`src/design/hsv_pkg.sv`:
```
package hsv_pkg;

  localparam int HueFracBits = 6;
  localparam int HueW        = 15;
  localparam int LevelW      = 16;
  localparam int PixelW      = 24;
  localparam int ByteW       = 8;

  localparam int SectorSpan  = 60 << HueFracBits;
  localparam int FullCircle  = 6 * SectorSpan;
  localparam int WeightW     = $clog2(SectorSpan + 1);
  localparam int DiffW       = LevelW + WeightW;
  localparam int NumW        = LevelW + DiffW;

  // The divisor 65535 * SectorSpan splits into 2^(HueFracBits+2), 65535 and 15.
  localparam int DivShift    = HueFracBits + 2;
  localparam int N1W         = 36;
  localparam int MidW        = 20;
  localparam int Recip15W    = 21;
  localparam int Recip257W   = 17;
  localparam int RecipShift  = 24;
  localparam logic [Recip15W-1:0]  Recip15  = Recip15W'(1118482);
  localparam logic [Recip257W-1:0] Recip257 = Recip257W'(65281);

  localparam int NumStages   = 7;
  localparam int CfgIdxW     = 1;

  localparam logic [CfgIdxW-1:0] CfgSaturation = 1'b0;
  localparam logic [CfgIdxW-1:0] CfgBrightness = 1'b1;

  typedef struct packed {
    logic hue_ld;
    logic weight_ld;
  } sector_ld_t;

  typedef struct packed {
    logic diff_ld;
    logic num_ld;
    logic mid_ld;
    logic level_ld;
    logic out_ld;
  } channel_ld_t;

endpackage

```
`src/design/hsv_channel.sv`:
```
module hsv_channel (
  input  logic                        clk_i,
  input  hsv_pkg::channel_ld_t        ld_i,
  input  logic [hsv_pkg::WeightW-1:0] u_i,
  input  logic [hsv_pkg::LevelW-1:0]  saturation_i,
  input  logic [hsv_pkg::LevelW-1:0]  brightness_i,
  output logic [hsv_pkg::LevelW-1:0]  level_o,
  output logic [hsv_pkg::ByteW-1:0]   byte_o
);
  import hsv_pkg::*;

  localparam logic [DiffW-1:0]  FullScale = DiffW'(65535 * SectorSpan);
  localparam logic [LevelW-1:0] UnitMax   = '1;

  logic [DiffW-1:0]              prod_su;
  logic [DiffW-1:0]              diff_d, diff_q;
  logic [NumW-1:0]               num;
  logic [N1W-1:0]                n1_d, n1_q;
  logic [MidW-1:0]               q0;
  logic [MidW:0]                 r0;
  logic [4:0]                    q1;
  logic [LevelW:0]               r1;
  logic [MidW:0]                 mid_sum;
  logic [MidW-1:0]               mid_d, mid_q;
  logic [MidW+Recip15W-1:0]      prod15;
  logic [LevelW-1:0]             level_d, level_q;
  logic [LevelW+Recip257W-1:0]   prod257;
  logic [LevelW-1:0]             out_level_q;
  logic [ByteW-1:0]              out_byte_q;

  assign prod_su = DiffW'(saturation_i) * DiffW'(u_i);
  assign diff_d  = FullScale - prod_su;

  assign num  = NumW'(brightness_i) * NumW'(diff_q);
  assign n1_d = N1W'(num >> DivShift);

  always_comb begin
    q0      = n1_q[N1W-1:LevelW];
    r0      = (MidW+1)'(n1_q[LevelW-1:0]) + (MidW+1)'(q0);
    q1      = r0[LevelW +: 5];
    r1      = (LevelW+1)'(r0[LevelW-1:0]) + (LevelW+1)'(q1);
    mid_sum = (MidW+1)'(q0) + (MidW+1)'(q1)
            + (MidW+1)'(r1 >= (LevelW+1)'(UnitMax));
    mid_d   = mid_sum[MidW-1:0];
  end

  assign prod15  = (MidW+Recip15W)'(mid_q) * (MidW+Recip15W)'(Recip15);
  assign level_d = prod15[RecipShift +: LevelW];

  assign prod257 = (LevelW+Recip257W)'(level_q) * (LevelW+Recip257W)'(Recip257);

  always_ff @(posedge clk_i) begin
    if (ld_i.diff_ld) begin
      diff_q <= diff_d;
    end
    if (ld_i.num_ld) begin
      n1_q <= n1_d;
    end
    if (ld_i.mid_ld) begin
      mid_q <= mid_d;
    end
    if (ld_i.level_ld) begin
      level_q <= level_d;
    end
    if (ld_i.out_ld) begin
      out_level_q <= level_q;
      out_byte_q  <= prod257[RecipShift +: ByteW];
    end
  end

  assign level_o = out_level_q;
  assign byte_o  = out_byte_q;

endmodule

```
`config.mk`:
```
export PLATFORM = sky130hd
export DESIGN_NAME = hsv_channel
export DESIGN_NICKNAME = d
export VERILOG_FILES = /design/src/design/hsv_pkg.sv /design/src/design/hsv_channel.sv
export SDC_FILE = /design/constraint.sdc
export NUM_CORES = 2
export LEC_CHECK = 0
export BUFFER_PORTS_ARGS = -buffer_cell sky130_fd_sc_hd__buf_2
export CORE_MARGIN = 2
export CORE_UTILIZATION = 40
export DETAILED_ROUTE_END_ITERATION = 12
export PLACE_DENSITY_LB_ADDON = 0.08
export SYNTH_ARGS = -nofsm -noshare
export SYNTH_HDL_FRONTEND = slang
export SYNTH_SLANG_ARGS = --single-unit
```
`constraint.sdc`:
```
create_clock -name clk_i -period 9.8 [get_ports clk_i]
set_clock_uncertainty 0.05 [all_clocks]
set_input_delay 1.47 -clock clk_i [delete_from_list [all_inputs] [get_ports clk_i]]
set_output_delay 1.47 -clock clk_i [all_outputs]
set_load 0.03 [all_outputs]
```
# Word-level counts from Yosys, hierarchy flattened
# Cells that the tools add are included.
[word_totals]
register_bits = 124
output_inout_bits = 24
in_bits = 50
wordCells = 16
[classes]
n_mul = 4
n_lt_le_gt_ge = 1
add_sub_neg = 5
[op_table]
columns = ["operator", "count"]
rows = [
  ["multiplier 16 x 28 -> 44 bit", 1],
  ["multiplier 20 x 20 -> 39 bit, second input constant", 1],
  ["multiplier 16 x 16 -> 32 bit, second input constant", 1],
  ["multiplier 16 x 12 -> 28 bit", 1],
  ["subtractor 28 bit, first input constant", 1],
  ["adder 16 x 20 -> 21 bit", 1],
  ["adder 20 x 1 -> 20 bit", 1],
  ["adder 20 x 5 -> 20 bit", 1],
  ["adder 16 x 5 -> 17 bit", 1],
  ["greater-or-equal comparator 17 x 16 -> 1 bit, second input constant", 1],
]

# Depth between registers and ports, before layout
[depth]
depth_word = 4
depth_mapped = 28
mapped_depth_nobuf = 28

# Least setup slack after synthesis
# Ideal clock, no wire load.
[synth_timing]
path_type = "in2reg"
start = "input port brightness_i[4] in the netlist's numbering"
end = "register n1_q[17], data pin"
path_slack_ns = 2.234
n_path_buf = 2
arrival_ns = 7.255
setup_ns = 0.262
t_required_ns = 9.488
cell_stages = 23
cell_sequence = "clkbuf_1 -> clkbuf_1 -> nand2_1 -> fa_1 -> inv_1 -> fa_1 -> inv_1 -> fa_1 -> fa_1 -> inv_1 -> fa_1 -> inv_1 -> fa_1 -> inv_1 -> ha_1 -> a21o_1 -> a211oi_1 -> a31oi_1 -> or4_1 -> a31oi_1 -> nor2_1 -> a211oi_1 -> xnor2_1"
[synth_via]
elab_chain_len = 1
[synth_rtl]
columns = ["element", "line_no", "source"]
rows = [
  ["start, declared", "hsv_channel.sv:6", "input logic [hsv_pkg::LevelW-1:0] brightness_i,"],
  ["multiplier 16 x 28 -> 44 bit", "hsv_channel.sv:34", "assign num = NumW'(brightness_i) * NumW'(diff_q);"],
  ["via num[25]", "hsv_channel.sv:17", "logic [NumW-1:0] num;"],
  ["end signal, assigned", "hsv_channel.sv:57", "n1_q <= n1_d;"],
  ["end, declared", "hsv_channel.sv:18", "logic [N1W-1:0] n1_d, n1_q;"],
]
# The timed path passes the listed nets, and every way through them passes these cells.
# A chain may end at the register's enable or synchronous reset.

# Final worst setup path
[layout_timing]
start = "input port brightness_i[1] in the netlist's numbering"
end = "register n1_q[17], data pin"
# The elaborated chain is that of the path after synthesis.

==> qor.csv <==
metric,value,unit
critical path required time,9.99,ns
WL final,75.8,mm
Routed WL per cell,17.7,µm
number of max-cap violations,0,
postcts setup bufs,0,
register area,3720,µm²
DRT iter0 DRCs,932,
total gr overflow,0,
CTS Buffer Depth,2,
CTS Sinks,124,
Multi-input gate area,24900,µm²
dpl cells,4259,
Hold Crit Class,register to register,
fillcell total,7812,
ANT cells,0,
vias in the first global route,24441,
"Reg clk slew, reported paths",0.07,ns
most frequent cells in the layout,"688 x inv_1, 612 x fa_1, 461 x nand2_1",
Yosys warning total,0,
synthesized area,31600,µm²
Die Width,285,µm
final hold vios,0,
sequential share of the synthesized area,0.118,
First-pass DRT Iterations,5,
critical path endpoint category,register,
CTS Buf Count,17,
"commonest non-fill, non-tap cell in the layout",inv_1,
Worst Path Arrival,7.98,ns
port buffer count,73,
starting density of the core,0.402,
synthesized net count,4358,
Final TNS setup,0,ns
DR vias,21710,
total core area,78600,µm²
io pins,74,
dpl hpwl,62.1,mm
synthesis-to-finish area growth,5.96,%
cell taking the most area after synthesis,fa_1,
Nets,4346,
Placement Rows,103,
Worst Max-Slew Pin Slew,1.08,ns
fin cells,4291,
largest net degree at the start of global routing,37,
global-route wire length before repair,129,mm
Placer Congestion,0.853,
Synth area leaders,"fa_1 39%, ha_1 18%, edfxtp_1 12%",
final setup vio count,0,
Max Clk Rate,128,MHz
GRT Util Overall,0.200,
min Tclk post-route,7.80,ns
vias per cell,5.06,
initial antenna violation count,3,
final period utilization,0.796,
pins over their slew limit,0,
Worst slew margin,0.280,
H-tree depth,4,
CP max FO,27,
Area after DPL,32900,µm²
startpoint types,input port,
main flop type after synthesis,edfxtp_1,
Synth top area share,0.388,
post-CTS sizing,0,
CTS tree,built,
hold slack final,0.631,ns
count of cell types in the netlist,63,
ys async rst share,0,
Chip Height,285,µm
Final ANT Viol Nets,0,
worst setup path class,input port to register,
Die ar.,81300,µm²
final cell area excluding filler cells,33500,µm²
Root Buffer,clkbuf_16,
DRC errors left,0,
"Avg Cell Area, Syn",9.75,µm²
share of cells above drive strength 1,0.0386,
Skew-Pair Late Insertion Delay,0.49,ns
Mapped Cells,3240,
cts hold-fix bufs,0,
Seq cells post-synth,124,
Post-synth EDFFs,124,
status,completed,
RSZ-0062 raised after global routing,false,
## layout make-up
| class | instances | share of cell area |
|---|---|---|
| repair buffers | 77 | 0.0118 |
| clock inverters | 14 | 0.00478 |
| inverters | 688 | 0.0771 |
| flip-flops and latches | 124 | 0.111 |
| clock buffers | 18 | 0.0128 |
| well taps | 1050 | 0.0392 |
| multi-input cells | 2320 | 0.743 |
## flip-flops by register name, indices dropped and copies added (netlist names)
register  cells
diff_q       28
level_q      16
mid_q        20
n1_q         36
byte_o        8
level_o      16
## layer usage
metal  share of wire  global-route usage  up-vias
met2            0.50               0.351      385
li1                -                   -    10027
met5         0.00017                   0        -
met1            0.44               0.261    11219
met4           0.018              0.0491        2
met3           0.034              0.0248       77
## cells in the mapped netlist, types with 8 or more instances
library cell  instances
a211oi_1              8
a21o_1               39
a21oi_1              70
a31oi_1              11
and2_1              227
and3_1               14
clkbuf_1            104
edfxtp_1            124
fa_1                612
ha_1                456
inv_1               688
nand2_1             461
nand3_1              15
nand4_1              15
nor2_1               59
nor2b_1              15
nor3_1               22
o21a_1               21
o21ai_0              41
o21bai_1             11
or3_1                 9
xnor2_1              77
xor2_1               40
## logic make-up after synthesis
family          after synthesis  synth area share
simple gates                870             0.131
buf+inv                     796            0.0948
xor+xnor                    117            0.0324
flops                       124             0.118
fa+ha+maj                  1068             0.568
compound gates              265            0.0555
## final timing paths
path                    from    endpoint  slack, ns  cells past startpoint
max          brightness_i[1]    n1_q[17]       2.00                     23
min               level_q[1]  level_o[1]       0.63                      0
min reg2reg       level_q[1]  level_o[1]       0.63                      0
max reg2reg       diff_q[10]    n1_q[17]       2.49                     22
## worst max-delay path, stage by stage
cell       delay, ns
buf_2           0.49
nand2_1         0.16
fa_1            0.56
inv_1           0.05
fa_1            0.53
inv_1           0.06
fa_1            0.48
fa_1            0.54
inv_1           0.05
fa_1            0.48
inv_1           0.05
fa_1            0.47
inv_1           0.04
ha_1            0.32
o2111ai_1       0.11
nor2_1          0.09
a211oi_1        0.47
a31oi_1         0.31
or4_1           0.47
a31oi_1         0.31
nor2_1          0.07
a211oi_1        0.26
xnor2_1         0.10
## stage by stage
| step | setup slack [ns] | utilization |
|---|---|---|
| final | 2.00 | 0.426 |
| after detailed placement | 1.53 | 0.418 |
| after global placement | 1.61 | 0.418 |
| after floorplan | 2.23 | - |
| after global routing | 1.62 | 0.426 |
| after CTS | 2.06 | 0.426 |
Power is not shown: default switching activity piles up to over one toggle a cycle in this logic, so the estimate is an artifact.
