File: config.mk
export PLATFORM = sky130hd
export DESIGN_NAME = hsv_sector
export DESIGN_NICKNAME = d
export VERILOG_FILES = /design/src/design/hsv_pkg.sv /design/src/design/hsv_sector.sv
export SDC_FILE = /design/constraint.sdc
export NUM_CORES = 1
export LEC_CHECK = 0
export ABC_AREA = 0
export BUFFER_PORTS_ARGS = -buffer_cell sky130_fd_sc_hd__buf_4
export CORE_ASPECT_RATIO = 0.75
export CORE_UTILIZATION = 51
export DETAILED_ROUTE_END_ITERATION = 6
export GPL_TIMING_DRIVEN = 0
export MAX_ROUTING_LAYER = met4
export PLACE_DENSITY = 0.86
export SLEW_MARGIN = 20
export SYNTH_ARGS = -nofsm -noshare
export SYNTH_HDL_FRONTEND = slang
export SYNTH_SLANG_ARGS = --single-unit
File: constraint.sdc
create_clock -name clk_i -period 4.5 [get_ports clk_i]
set_clock_uncertainty 0.1 [all_clocks]
set_input_delay 0.9 -clock clk_i [delete_from_list [all_inputs] [get_ports clk_i]]
set_output_delay 0.9 -clock clk_i [all_outputs]
set_load 0.02 [all_outputs]
File: src/design/hsv_pkg.sv
package hsv_pkg;

  localparam int HueFracBits = 6;
  localparam int HueW        = 15;
  localparam int LevelW      = 16;
  localparam int PixelW      = 24;
  localparam int ByteW       = 8;

  localparam int SectorSpan  = 60 << HueFracBits;
  localparam int FullCircle  = 6 * SectorSpan;
  localparam int WeightW     = $clog2(SectorSpan + 1);
  localparam int DiffW       = LevelW + WeightW;
  localparam int NumW        = LevelW + DiffW;

  // The divisor 65535 * SectorSpan splits into 2^(HueFracBits+2), 65535 and 15.
  localparam int DivShift    = HueFracBits + 2;
  localparam int N1W         = 36;
  localparam int MidW        = 20;
  localparam int Recip15W    = 21;
  localparam int Recip257W   = 17;
  localparam int RecipShift  = 24;
  localparam logic [Recip15W-1:0]  Recip15  = Recip15W'(1118482);
  localparam logic [Recip257W-1:0] Recip257 = Recip257W'(65281);

  localparam int NumStages   = 7;
  localparam int CfgIdxW     = 1;

  localparam logic [CfgIdxW-1:0] CfgSaturation = 1'b0;
  localparam logic [CfgIdxW-1:0] CfgBrightness = 1'b1;

  typedef struct packed {
    logic hue_ld;
    logic weight_ld;
  } sector_ld_t;

  typedef struct packed {
    logic diff_ld;
    logic num_ld;
    logic mid_ld;
    logic level_ld;
    logic out_ld;
  } channel_ld_t;

endpackage

File: src/design/hsv_sector.sv
module hsv_sector (
  input  logic                        clk_i,
  input  hsv_pkg::sector_ld_t         ld_i,
  input  logic [hsv_pkg::HueW-1:0]    hue_i,
  output logic [hsv_pkg::WeightW-1:0] u_red_o,
  output logic [hsv_pkg::WeightW-1:0] u_green_o,
  output logic [hsv_pkg::WeightW-1:0] u_blue_o
);
  import hsv_pkg::*;

  localparam logic [2:0] SecRedYellow     = 3'd0;
  localparam logic [2:0] SecYellowGreen   = 3'd1;
  localparam logic [2:0] SecGreenCyan     = 3'd2;
  localparam logic [2:0] SecCyanBlue      = 3'd3;
  localparam logic [2:0] SecBlueMagenta   = 3'd4;
  localparam logic [2:0] SecMagentaRed    = 3'd5;
  localparam logic [WeightW-1:0] SpanW    = WeightW'(SectorSpan);

  logic [HueW-1:0]    hr_d, hr_q;
  logic [2:0]         sector;
  logic [HueW-1:0]    base;
  logic [WeightW-1:0] f, wx, ux;
  logic [WeightW-1:0] u_red_d, u_green_d, u_blue_d;
  logic [WeightW-1:0] u_red_q, u_green_q, u_blue_q;

  assign hr_d = (32'(hue_i) >= FullCircle) ? HueW'(32'(hue_i) - FullCircle) : hue_i;

  always_comb begin
    sector = SecRedYellow;
    for (int k = 1; k < 6; k++) begin
      if (32'(hr_q) >= k * SectorSpan) begin
        sector = 3'(k);
      end
    end
    base = HueW'(32'(sector) * SectorSpan);
    f    = WeightW'(hr_q - base);
    wx   = sector[0] ? SpanW - f : f;
    ux   = SpanW - wx;
  end

  always_comb begin
    case (sector) inside
      SecRedYellow, SecMagentaRed:    u_red_d = '0;
      SecYellowGreen, SecBlueMagenta: u_red_d = ux;
      default:                        u_red_d = SpanW;
    endcase
    case (sector) inside
      SecYellowGreen, SecGreenCyan:   u_green_d = '0;
      SecRedYellow, SecCyanBlue:      u_green_d = ux;
      default:                        u_green_d = SpanW;
    endcase
    case (sector) inside
      SecCyanBlue, SecBlueMagenta:    u_blue_d = '0;
      SecGreenCyan, SecMagentaRed:    u_blue_d = ux;
      default:                        u_blue_d = SpanW;
    endcase
  end

  always_ff @(posedge clk_i) begin
    if (ld_i.hue_ld) begin
      hr_q <= hr_d;
    end
    if (ld_i.weight_ld) begin
      u_red_q   <= u_red_d;
      u_green_q <= u_green_d;
      u_blue_q  <= u_blue_d;
    end
  end

  assign u_red_o   = u_red_q;
  assign u_green_o = u_green_q;
  assign u_blue_o  = u_blue_q;

endmodule

======== Yosys cells after proc, flatten, opt, wreduce, memory -nomap -nowiden ========
Cells that the tools add are included.
cells by class
  $add $sub $neg .......................... 4
  multiply operators ...................... 1
  $lt $le $gt $ge ......................... 6
  equality and inequality tests ........... 5
  multiplexer cells ....................... 10
  bitwise logic cells ..................... 3
  reductions and logical operators ........ 10
operators with widths
  operator                number
  $mux 12                 4
  $ge 15x14->1 const B    2
  $ge 15x15->1 const B    2
  $sub 12x12->12 const A  2
  $ge 15x12->1 const B    1
  $ge 15x13->1 const B    1
  $mux 15                 1
  $sub 15x15->15 const B  1
  $reduce_or 2->1         6
  $sub 12x12->12          1
  $reduce_or 3->1         3
  $eq 3x2->1 const B      2
  $eq 3x3->1 const B      2
  $mux 3                  2
  $mul 3x4->4 const B     1
  $mux 2                  2
  $eq 3x1->1 const B      1
  $logic_not 3->1         1
  $not 1->1               3
  $mux 1                  1
word-level totals
  bits in registers ....................... 51
  input port bits ......................... 18
  output and inout bits ................... 36

======== Depth between registers and ports, before layout ========
Gate-level depths: netlist of the first run.
  depth after elaboration ................. 12
  gate-level depth with buffers ........... 18

======== Least setup slack after synthesis of the first run ========
No wires, ideal clock.
  kind .................................... register to register
  from .................................... register hr_q[12]
  to ...................................... register u_red_q[10], in the netlist u_red_o[10], data pin
  library setup time ...................... 0.255 ns
  arrival time ............................ 3.912 ns
  required time ........................... 4.145 ns
  slack ................................... 0.232 ns
  stages on the path, launching flop included .. 17
  buffers on the path ..................... 1
  cell sequence ........................... edfxtp_1 -> nand3b_1 -> and2_1 -> buf_6 -> o211ai_4 -> inv_2 -> fa_1 -> inv_1 -> ha_1 -> inv_1 -> ha_1 -> xor2_1 -> and3_2 -> o211ai_1 -> nor3_1 -> o41a_1 -> a31o_1
between the ends
  word-level cells in the longest chain between the ends .. 12
  elaborated cells between the ends (all ways) .. 22
  classes of those cells .................. add/sub: 3; mul: 1; order compare: 5; eq/ne: 3; mux: 7; reduce/logical: 3
ends and longest elaborated chain
  item                      RTL line          text
  start: declaration        hsv_sector.sv:19  logic [HueW-1:0] hr_d, hr_q;
  start signal: assignment  hsv_sector.sv:61  hr_q <= hr_d;
  $ge 15x12->1              hsv_sector.sv:31  if (32'(hr_q) >= k * SectorSpan) begin
  $mux 1                    hsv_sector.sv:31
  $mux 2 (2 in series)      hsv_sector.sv:31
  $mux 3                    hsv_sector.sv:31
  $mux 3 *                  hsv_sector.sv:31
  $mul 3x4->4               hsv_sector.sv:35  base = HueW'(32'(sector) * SectorSpan);
  $sub 12x12->12            hsv_sector.sv:36  f = WeightW'(hr_q - base);
  $sub 12x12->12            hsv_sector.sv:37  wx = sector[0] ? SpanW - f : f;
  $mux 12                   hsv_sector.sv:37
  $sub 12x12->12            hsv_sector.sv:38  ux = SpanW - wx;
  $mux 12                   hsv_sector.sv:42  case (sector) inside
  end signal: assignment    hsv_sector.sv:64  u_red_q <= u_red_d;
  end: declaration          hsv_sector.sv:24  logic [WeightW-1:0] u_red_q, u_green_q, u_blue_q;
Every way passes the cells marked *; elsewhere a longest branch is shown, timed or not.
A chain may end at the register's enable or synchronous reset.

======== Worst setup path after layout of the first run ========
  from .................................... register hr_q[9]
  to ...................................... register u_red_q[10], in the netlist u_red_o[10], data pin
between the ends
  word-level cells in the longest chain between the ends .. 12
  elaborated cells between the ends (all ways) .. 22
  classes of those cells .................. add/sub: 3; mul: 1; order compare: 5; eq/ne: 3; mux: 7; reduce/logical: 3
ends and longest elaborated chain
  item                  RTL line
  $ge 15x12->1          hsv_sector.sv:31
  $mux 1                hsv_sector.sv:31
  $mux 2 (2 in series)  hsv_sector.sv:31
  $mux 3 (2 in series)  hsv_sector.sv:31
  $mul 3x4->4           hsv_sector.sv:35
  $sub 12x12->12        hsv_sector.sv:36
  $sub 12x12->12        hsv_sector.sv:37
  $mux 12               hsv_sector.sv:37
  $sub 12x12->12        hsv_sector.sv:38
  $mux 12               hsv_sector.sv:42
Several ways; a longest one is shown, not always the timed one.

==> metrics.csv, run 1 <==
stage;metric;value;unit
status;status;finished, final reports clean;
worst_setup_path;worst setup path class;register to register;
synth;most common cell in the netlist;edfxtp_1;
cts;clock slew at reported path FFs;0.09;ns
sta;final slew viol count;0;
worst_setup_path;crit start category;register;
worst_setup_path;Worst Path Buf+Inv;2;
sta;minimum clock period;4.30;ns
global_route;GRT overflow;0;
synth;Post-synth EDFFs;51;
cts;CTS tree;yes;
worst_setup_path;cell family with most CP delay;compound AO/OA/AOI/OAI gates;
cts;H-tree depth;2;
cells_and_area;share of cells above drive strength 1;0.299;
routing;detailed-route DRC error count;0;
die;# rows;24;
synth;synth top area cells;edfxtp_1 (49%), xnor2_1 (4.8%), nor2_1 (4.6%);
cts;Num CTS Buffers;5;
routing;DR pass1 iterations;4;
min_path;worst min path class;primary input to register;
synth;Yosys top cell by area;edfxtp_1;
sta;Worst Setup Slack, final;0.196;ns
cts;CTS Buffer Depth;2;
power;combinational power share;0.456;
worst_setup_path;CP Capture Type;register;
worst_setup_path;CP peak stage delay;0.48;ns
placement;port bufs;53;
power;Clk pwr share;0.180;
die;die height;69.6;µm
placement;Final Wtd Congestion;0.914;
job;max cap viols;0;
power;Max VDD drop;0.000202;V
sta;final period utilization;0.957;
cts;clock sinks;51;
synth;Synthesis Warnings;0;
cells_and_area;Syn-to-layout area delta;26.0;%
synth;Mapped Nets;315;
die;Core Area;5860;µm²
placement;DP HPWL;4.64;mm
routing;Routed Antenna Nets;0;
worst_setup_path;critical path peak fanout;6;
routing;vias;2526;
sta;actual slew at the worst max-slew pin;0.588;ns
global_route;total track usage;0.213;
die;die width;92.1;µm
cts;clk root buf;clkbuf_8;
worst_setup_path;worst path cell trace;and3_1 > o41ai_4 > o211ai_4 > buf_4 > ha_1 > inv_1 > fa_2 > or3_4 > and3_2 > o211ai_1 > nor3_1 > o41a_1 > a31o_1;
power;PwrDens;444;nW/µm²
routing;Vias per Instance;5.70;
synth;Seq cells post-synth;51;
worst_setup_path;Crit path required time;4.47;ns
synth;synthesized cell area;3100;µm²
sta;Max-slew headroom;0.604;
cells_and_area;Core Util, Final;0.668;
power;switching power of the nets;0.615;mW
placement;Place WS;-0.157;ns
synth;Yosys cell types;61;
power;P_int;1.12;mW
sta;Fin. Hold Viols;0;
cells_and_area;n_diodes;0;
power;register share of total power;0.364;
routing;WL per Instance;15.0;µm
synth;Post-synth ARST share;0;
die;I/O pin count;54;
synth;top cells by count, synth;edfxtp_1 (51), nor2_1 (38), nand2_1 (17), xnor2_1 (17), inv_1 (15);
routing;First DRT Iteration DRCs;186;
worst_setup_path;critical path's slowest cell;o41ai_4;
synth;Avg Inst Size Synth;10.9;µm²
synth;Synth top area share;0.493;
cells_and_area;Storage cell area;1530;µm²
global_route;vias in the first global route;2209;
sta;Final TNS setup;0;ns
power;sw frac;0.355;
worst_setup_path;arrival time worst endpoint;4.28;ns
cells_and_area;nets;395;
synth;register area share after synthesis;0.493;
die;die area;6410;µm²
sta;FMAX;232;MHz
synth;Post-Synthesis Cells;285;
cells_and_area;Multi-input gate area;1520;µm²
sta;final setup fails;0;
power;total power;1.73;mW
sta;Hold Slack;0.666;ns
global_route;largest net degree at the start of global routing;37;
global_route;initial antenna violation count;0;
cells_and_area;# fillers;436;
global_route;first-pass GRT wire length;10.2;mm
synth;ys flop type;edfxtp_1;
routing;final wirelength;6.64;mm
cts;clk_lat worst skew;0.31;ns
die;initial cell density of the core;0.530;
power;leakage power;1.58;nW
## worst reg2reg max path, delay by kind of cell, from the launching register on
family          cells  cell delay [ns]
compound gates      5             1.54
fa+ha+maj           2             0.78
flops               1             0.44
buf+inv             2             0.27
simple gates        4             0.94
## path summary, 6_finish.rpt
check,start,slack [ns],cells after the start,endpoint
setup / recovery,hr_q[9],0.20,13,u_red_o[10]
hold / removal,hue_i[1],0.67,1,hr_q[1]
setup reg to reg,hr_q[9],0.20,13,u_red_o[10]
hold reg to reg,hr_q[4],0.71,2,u_green_o[4]
## what timing repair did
action,in CTS,in global routing
setup buffers,4,16
endpoints found under the setup margin,2,6
hold endpoints to repair,0,0
pin swaps,1,5
gates resized for setup,2,10
hold buffers,0,0
## power groups by stage
| stage | Sequential [mW] | Clock (mW) | Combinational, mW |
|---|---|---|---|
| 2_1_floorplan | 0.699 | 0 | 0.444 |
| 5_1_grt | 0.637 | 0.331 | 0.860 |
| 3_3_place_gp | 0.639 | 0 | 0.670 |
| 3_5_place_dp | 0.643 | 0 | 0.687 |
| 4_1_cts | 0.632 | 0.316 | 0.705 |
| 6_report | 0.631 | 0.313 | 0.791 |
## metal layers
layer | global-route usage | part of all wire | vias to the layer above
li1 | - | - | 1216
met1 | 0.276 | 0.44 | 1212
met2 | 0.330 | 0.49 | 84
met3 | 0.0384 | 0.053 | 14
met4 | 0.0972 | 0.024 | 0
met5 | - | 0 | -
## cell type report
type / instances / area share
flip-flops and latches: 51 / 0.392
multi-input cells: 210 / 0.389
repair buffers: 73 / 0.139
well taps: 78 / 0.0250
clock buffers: 5 / 0.0176
inverters: 17 / 0.0176
plain buffers: 7 / 0.00992
clock inverters: 2 / 0.00960
## logic make-up after synthesis
family / share of synthesized area
DFF: 0.493
and+or+nand+nor: 0.191
adders and majority gates: 0.0532
buffers and inverters: 0.0318
AOI/OAI and AO/OA: 0.158
xor gates and xnor gates: 0.0564
muxes: 0.0165
## sequential cells by signal (all words and copies together), names as in the netlist
signal,cells
hr_q,15
u_blue_o,12
u_red_o,12
u_green_o,12
## cell usage in the layout, fill, tap and decap left out, types with 4 or more instances in the layout
master	synthesis	routed
a21oi_1	10	9
nand2b_1	5	5
clkbuf_1	4	4
nand2_1	17	17
or3_1	6	5
buf_4	0	72
nor2_1	38	38
ha_1	10	9
nand3_1	5	5
nor4_1	4	4
o21ai_0	10	10
edfxtp_1	51	51
clkbuf_8	0	5
o21a_1	4	4
nor3_1	10	10
or2_2	7	7
mux2i_1	4	4
inv_1	15	15
xnor2_1	17	17
o211ai_1	4	4
## stage by stage
step,instance area [µm²],instances
floorplan,3100,285
global placement,3600,416
detailed placement,3600,416
CTS,3740,427
global route,3910,443
finish,3910,443
Power figures use the tool's default switching activity.
==> run 2: changes to the inputs <==
--- a/config.mk
+++ b/config.mk
@@ -10,7 +10,6 @@
 export CORE_ASPECT_RATIO = 0.75
 export CORE_UTILIZATION = 51
 export DETAILED_ROUTE_END_ITERATION = 6
-export GPL_TIMING_DRIVEN = 0
 export MAX_ROUTING_LAYER = met4
 export PLACE_DENSITY = 0.86
 export SLEW_MARGIN = 20
==> run 2 against run 1 <==
Final area fell by 4.0%. Setup slack lost 0.028 ns. Sequential share of layout area rose by 1.6 points. Worst hold slack is essentially flat. Sequential power hardly changed. Fmax is 0.65% lower. Largest power group unchanged. Final cell count shrank 3.6%. Largest cell class unchanged.
==> metrics.csv, run 2 (synthesis gave the netlist of run 1 again) <==
stage;metric;value;unit;change
worst_setup_path;crit start category;register;;
cts;CTS Buffer Depth;2;;unchanged
power;Max VDD drop;0.000281;V;+39%
cells_and_area;n_diodes;0;;unchanged
placement;DP HPWL;4.70;mm;+1.4%
global_route;GRT overflow;0;;unchanged
cts;clk_lat worst skew;0.32;ns;about the same
sta;final setup fails;0;;unchanged
global_route;vias in the first global route;2172;;-1.7%
power;P_int;1.08;mW;-4.0%
die;# rows;24;;unchanged
power;Clk pwr share;0.187;;+0.007
cells_and_area;Syn-to-layout area delta;21.0;%;
worst_setup_path;Worst Setup EP;u_red_o[10];;
routing;DR pass1 iterations;5;;+1
routing;final wirelength;6.39;mm;-3.7%
sta;actual slew at the worst max-slew pin;0.646;ns;+0.0578 ns
worst_setup_path;Crit path required time;4.47;ns;about the same
routing;First DRT Iteration DRCs;212;;+14%
sta;minimum clock period;4.33;ns;+0.0282 ns
global_route;first-pass GRT wire length;10.2;mm;-0.47%
power;PwrDens;447;nW/µm²;+0.70%
power;switching power of the nets;0.602;mW;-2.1%
cts;clock slew at reported path FFs;0.10;ns;about the same
die;die area;6410;µm²;unchanged
sta;Fin. Hold Viols;0;;unchanged
global_route;total track usage;0.208;;-0.00498
worst_setup_path;Reg2Reg Capture Point;u_red_o[10];;
worst_setup_path;R2R setup slack;0.17;ns;-0.03 ns
sta;Final TNS setup;0;ns;unchanged
global_route;largest net degree at the start of global routing;37;;unchanged
cts;Post-CTS Hold Buffers;0;;unchanged
job;max cap viols;0;;unchanged
cells_and_area;# fillers;463;;+6.2%
sta;FMAX;231;MHz;-0.65%
worst_setup_path;reg2reg start;hr_q[11];;
worst_setup_path;critical path peak fanout;5;;-1
worst_setup_path;CP Capture Type;register;;
min_path;worst min path class;primary input to register;;
power;leakage power;1.51;nW;-4.2%
sta;final slew viol count;0;;unchanged
cts;clock sinks;51;;unchanged
placement;Final Wtd Congestion;0.938;;+2.7%
cells_and_area;share of cells above drive strength 1;0.264;;-0.0350
placement;port bufs;53;;unchanged
routing;Routed Antenna Nets;0;;unchanged
die;Core Area;5860;µm²;unchanged
die;die width;92.1;µm;unchanged
power;register share of total power;0.378;;+0.014
worst_setup_path;Critical Path Start;hr_q[11];;
die;initial cell density of the core;0.530;;unchanged
cts;H-tree depth;2;;unchanged
power;sw frac;0.359;;+0.00434
placement;DP Cell Count;413;;-0.72%
cells_and_area;max FFs per register;15;;unchanged
cells_and_area;most common cell after layout, fill and taps aside;buf_4;;
status;status;finished, final reports clean;;
routing;WL per Instance;15.0;µm;-0.11%
routing;detailed-route DRC error count;0;;unchanged
cells_and_area;nets;379;;-4.1%
worst_setup_path;arrival time worst endpoint;4.31;ns;+0.03 ns
cells_and_area;largest register by flop count;hr_q;;
power;combinational power share;0.435;;-0.021
cts;CTS tree;yes;;
worst_setup_path;R2R cell count;17;;+4
routing;vias;2466;;-2.4%
routing;Vias per Instance;5.78;;+1.3%
die;die height;69.6;µm;unchanged
sta;Max-slew headroom;0.568;;-0.0361
cells_and_area;post-route insts no fill;427;;-3.6%
cells_and_area;commonest non-fill, non-tap cells in the layout;buf_4 (64), edfxtp_1 (51), nor2_1 (38);;
global_route;initial antenna violation count;0;;unchanged
die;I/O pin count;54;;unchanged
cts;Num CTS Buffers;5;;unchanged
sta;final period utilization;0.963;;+0.00627
cts;clk root buf;clkbuf_8;;
worst_setup_path;worst setup path class;register to register;;
power;total power;1.68;mW;-3.3%
## run 2: power groups by stage
stage	Combinational [mW]	Sequential, mW	Clock [mW]
2_1_floorplan	0.444	0.699	0
3_3_place_gp	0.676	0.642	0
3_5_place_dp	0.691	0.646	0
4_1_cts	0.701	0.635	0.318
5_1_grt	0.787	0.640	0.331
6_report	0.730	0.634	0.313
## run 2: metal layers
| metal | GRT usage | share of wire |
|---|---|---|
| met1 | 0.272 | 0.45 |
| met2 | 0.335 | 0.48 |
| met4 | 0.0573 | 0.011 |
| met5 | - | 0 |
| met3 | 0.0406 | 0.063 |
## run 2: stage by stage
step                      worst slack [ns]  hold slack [ns]  area [µm²]   util
after floorplan                      0.232            0.583        3100      -
after global placement               0.182            0.653        3590  0.614
after detailed placement            0.0230            0.674        3590  0.614
after CTS                            0.120            0.666        3700  0.632
after global routing               -0.0268            0.663        3750  0.641
final                                0.167            0.666        3750  0.641
## run 2: critical path: stages (launching register included)
cell and delay [ns]:
edfxtp_1 0.45, and2_4 0.21, a31o_2 0.27, inv_2 0.07
nand3_2 0.14, o211ai_4 0.12, inv_2 0.07, fa_1 0.58
inv_1 0.05, ha_1 0.27, inv_1 0.04, ha_1 0.30
xor2_1 0.20, and3_2 0.22, o211ai_1 0.30, nor3_1 0.09
o41a_1 0.42, a31o_1 0.18
## run 2: how the worst min path moves through the flow
stage	cells after the start	start	endpoint
after floorplan	2	hr_q[4]	u_red_o[4]
after global placement	2	hr_q[4]	u_red_o[4]
after detailed placement	2	hr_q[4]	u_red_o[4]
after CTS	1	hue_i[7]	hr_q[7]
after global routing	1	hue_i[8]	hr_q[8]
final	1	hue_i[8]	hr_q[8]
## run 2: what timing repair did
| item | in CTS | in global routing |
|---|---|---|
| endpoints found under the setup margin | 1 | 6 |
| resized for setup | 1 | 0 |
| pin swaps | 0 | 2 |
| buffers inserted | 0 | 7 |
## run 2: cell type report
| cell class | instances | area (µm²) | share of cell area |
|---|---|---|---|
| well taps | 78 | 97.6 | 0.0260 |
| clock inverters | 2 | 37.5 | 0.0100 |
| inverters | 17 | 63.8 | 0.0170 |
| clock buffers | 5 | 68.8 | 0.0183 |
| flip-flops and latches | 51 | 1530 | 0.408 |
| multi-input cells | 210 | 1480 | 0.393 |
| repair buffers | 64 | 480 | 0.128 |
==> run 3: changes to the inputs <==
--- a/config.mk
+++ b/config.mk
@@ -5,14 +5,14 @@
 export SDC_FILE = /design/constraint.sdc
 export NUM_CORES = 1
 export LEC_CHECK = 0
-export ABC_AREA = 0
+export ABC_AREA = 1
 export BUFFER_PORTS_ARGS = -buffer_cell sky130_fd_sc_hd__buf_4
 export CORE_ASPECT_RATIO = 0.75
-export CORE_UTILIZATION = 51
+export CORE_UTILIZATION = 50
 export DETAILED_ROUTE_END_ITERATION = 6
 export MAX_ROUTING_LAYER = met4
-export PLACE_DENSITY = 0.86
-export SLEW_MARGIN = 20
+export PLACE_DENSITY = 0.85
+export SLEW_MARGIN = 0
 export SYNTH_ARGS = -nofsm -noshare
 export SYNTH_HDL_FRONTEND = slang
 export SYNTH_SLANG_ARGS = --single-unit
==> run 3 against run 2 <==
Clock-buffer cell count unchanged. Clock power is essentially flat. Synthesized cell count rose by 12%. First-iteration DRC count down 60%. Non-clock buffer count decreased by 11. Combinational power is 1% higher. Sequential power is 2% higher. Largest cell class unchanged. Sequential share of layout area increased by 2.3 points. Register-to-register slack gained 0.26 ns. Synthesized area decreased by 4.6%. Utilization up 0.19 points. Worst hold slack lost 0.061 ns.
==> metrics.csv, run 3 <==
stage;metric;value;unit;change
status;status;finished, final reports clean;;
die;# rows;23;;-4.2%
sta;actual slew at the worst max-slew pin;0.673;ns;+0.0272 ns
sta;final slew viol count;0;;unchanged
synth;register area share after synthesis;0.517;;+0.0240
sta;unrepaired setup endpoints after global routing;no;;
worst_setup_path;CP Capture Type;register;;
synth;Yosys cell types;27;;-56%
power;combinational power share;0.436;;about the same
placement;port bufs;53;;unchanged
placement;Final Wtd Congestion;0.835;;-11%
synth;synth top area cells;edfxtp_1 (52%), nand2_1 (9.1%), inv_1 (6.0%);;
cells_and_area;Storage cell area;1530;µm²;unchanged
sta;final setup fails;0;;unchanged
die;die height;68.6;µm;-1.3%
cells_and_area;# fillers;449;;-3.0%
power;switching power of the nets;0.634;mW;+5.4%
cells_and_area;nets;409;;+7.9%
global_route;vias in the first global route;2013;;-7.3%
routing;Vias per Instance;4.89;;-15%
cts;clk root buf;clkbuf_8;;
power;register share of total power;0.381;;+0.003
synth;Seq cells post-synth;51;;unchanged
job;max cap viols;0;;unchanged
die;die width;90.9;µm;-1.3%
synth;Synth top area share;0.517;;+0.0240
die;Core Area;5530;µm²;-5.6%
cells_and_area;most common cell after layout, fill and taps aside;nand2_1;;
global_route;initial antenna violation count;0;;unchanged
sta;Fin. Hold Viols;0;;unchanged
power;PwrDens;476;nW/µm²;+6.6%
die;die area;6240;µm²;-2.7%
cts;H-tree depth;2;;unchanged
cts;Post-CTS Hold Buffers;0;;unchanged
worst_setup_path;critical path peak fanout;17;;+12
cells_and_area;commonest non-fill, non-tap cells in the layout;nand2_1 (72), buf_4 (53), edfxtp_1 (51);;
cells_and_area;Multi-input gate area;1240;µm²;-16%
cts;CTS tree;yes;;
min_path;worst min path class;register to register;;
power;leakage power;1.65;nW;+8.9%
cells_and_area;share of cells above drive strength 1;0.222;;-0.0420
sta;FMAX;245;MHz;+6.3%
cts;clk_lat worst skew;0.31;ns;about the same
synth;Avg Inst Size Synth;9.25;µm²;-15%
synth;Mapped Nets;350;;+11%
routing;WL per Instance;11.4;µm;-24%
worst_setup_path;worst setup path class;register to register;;
synth;Post-synth ARST share;0;;unchanged
cells_and_area;largest register by flop count;hr_q;;
routing;final wirelength;5.16;mm;-19%
die;initial cell density of the core;0.536;;+0.00565
synth;Post-synth EDFFs;51;;unchanged
cts;clock slew at reported path FFs;0.09;ns;about the same
placement;DP HPWL;4.01;mm;-15%
global_route;total track usage;0.185;;-0.0238
power;sw frac;0.375;;+0.0158
cts;post-CTS setup buffers;0;;unchanged
cts;Num CTS Buffers;5;;unchanged
power;total power;1.69;mW;+0.91%
synth;Yosys top cell by area;edfxtp_1;;
cells_and_area;Syn-to-layout area delta;20.0;%;
global_route;largest net degree at the start of global routing;37;;unchanged
worst_setup_path;Worst Path Buf+Inv;5;;+1
cells_and_area;max FFs per register;15;;unchanged
routing;DR pass1 iterations;5;;unchanged
synth;Post-Synthesis Cells;320;;+12%
sta;final period utilization;0.905;;-0.0575
power;Clk pwr share;0.183;;-0.004
global_route;GRT overflow;0;;unchanged
cts;clock sinks;51;;unchanged
synth;top cells by count, synth;nand2_1 (72), edfxtp_1 (51), inv_1 (47);;
worst_setup_path;crit start category;register;;
cells_and_area;n_diodes;0;;unchanged
worst_setup_path;Most Frequent Cell on Critical Path;nand2_1;;
synth;Synthesis Warnings;0;;unchanged
routing;vias;2218;;-10%
worst_setup_path;worst path cell trace;inv_2 > nand2_1 > nor2_1 > nand2_1 > nand2_1 > nand2_4 > nand2_4 > inv_2 > fa_1 > inv_1 > ha_1 > inv_1 > ha_1 > xor2_2 > o21bai_1 > nand2_1 > nand2_1 > nand2_1 > nor3_2 > nand2_1 > nand2_2 > nand3_1 > nand2_1 > inv_1;;
worst_setup_path;Crit path required time;4.47;ns;about the same
power;P_int;1.06;mW;-1.6%
sta;minimum clock period;4.07;ns;-0.259 ns
worst_setup_path;cell family with most CP delay;simple AND/OR/NAND/NOR gates;;
worst_setup_path;critical path's slowest cell;fa_1;;
worst_setup_path;CP peak stage delay;0.58;ns;about the same
power;Max VDD drop;0.000218;V;-22%
synth;most common cell in the netlist;nand2_1;;
synth;synthesized cell area;2960;µm²;-4.6%
worst_setup_path;arrival time worst endpoint;4.05;ns;-0.26 ns
die;I/O pin count;54;;unchanged
sta;Max-slew headroom;0.547;;-0.0218
sta;Final TNS setup;0;ns;unchanged
synth;ys flop type;edfxtp_1;;
global_route;first-pass GRT wire length;8.57;mm;-16%
routing;Routed Antenna Nets;0;;unchanged
cts;CTS Buffer Depth;2;;unchanged
routing;First DRT Iteration DRCs;85;;-60%
routing;detailed-route DRC error count;0;;unchanged
==> run 3: metrics by stage <==
step / hold WS (ns) / cell area [µm²] / setup slack (ns) / instances / util
after floorplan: 0.509 / 2960 / 0.686 / 320 / -
after global placement: 0.591 / 3430 / 0.488 / 447 / 0.621
after detailed placement: 0.599 / 3430 / 0.343 / 447 / 0.621
after CTS: 0.629 / 3540 / 0.320 / 454 / 0.640
after global routing: 0.665 / 3550 / 0.0822 / 454 / 0.643
final: 0.605 / 3550 / 0.426 / 454 / 0.643
==> run 3: area by class of cell <==
cell class,count,area share
sequential,51,0.431
multi-input combinational,218,0.348
timing repair buffer,53,0.112
inverter,50,0.0528
tap,75,0.0264
clock buffer,5,0.0194
clock inverter,2,0.0106
==> run 3: layer usage <==
layer / vias up / global-route usage / wire, µm
met5: - / - / 0
met3: 9 / 0.0406 / 358
met4: 0 / 0.0754 / 70
met1: 971 / 0.217 / 2410
li1: 1150 / - / -
met2: 88 / 0.317 / 2320
==> run 3: cell families (layout without fill, tap and decap cells) <==
family,Yosys count,count (layout),synth area share
AO/OA/AOI/OAI,18,18,0.0368
XOR/XNOR,21,21,0.0621
adder cells (fa/ha/maj),12,12,0.0558
buffers and inverters,51,110,0.0702
flip-flops,51,51,0.517
AND/OR/NAND/NOR,167,167,0.258
==> run 3: repair_timing <==
action,in CTS,in global routing
endpoints found under the setup margin,0,3
resized for setup,0,2
endpoints found under the hold margin,0,0
==> run 3: worst register-to-register path, cell delays in order (launching register included) <==
cell      delay (ns)
edfxtp_1        0.47
inv_2           0.10
nand2_1         0.07
nor2_1          0.15
nand2_1         0.07
nand2_1         0.10
nand2_4         0.09
nand2_4         0.20
inv_2           0.11
fa_1            0.58
inv_1           0.05
ha_1            0.27
inv_1           0.04
ha_1            0.33
xor2_2          0.23
o21bai_1        0.14
nand2_1         0.06
nand2_1         0.05
nand2_1         0.10
nor3_2          0.15
nand2_1         0.09
nand2_2         0.08
nand3_1         0.07
nand2_1         0.09
inv_1           0.05
==> run 3: final timing paths <==
check	from	end	slack (ns)	depth (start not counted)
setup / recovery	hr_q[14]	u_green_o[11]	0.43	24
hold / removal	hr_q[2]	u_red_o[2]	0.61	2
setup reg to reg	hr_q[14]	u_green_o[11]	0.43	24
hold reg to reg	hr_q[2]	u_red_o[2]	0.61	2
==> run 3: power groups by stage <==
| stage | sequential [mW] | combinational, mW | clock, mW |
|---|---|---|---|
| 2_1_floorplan | 0.721 | 0.475 | 0 |
| 3_3_place_gp | 0.654 | 0.706 | 0 |
| 3_5_place_dp | 0.656 | 0.724 | 0 |
| 4_1_cts | 0.645 | 0.727 | 0.315 |
| 5_1_grt | 0.652 | 0.821 | 0.328 |
| 6_report | 0.644 | 0.738 | 0.310 |
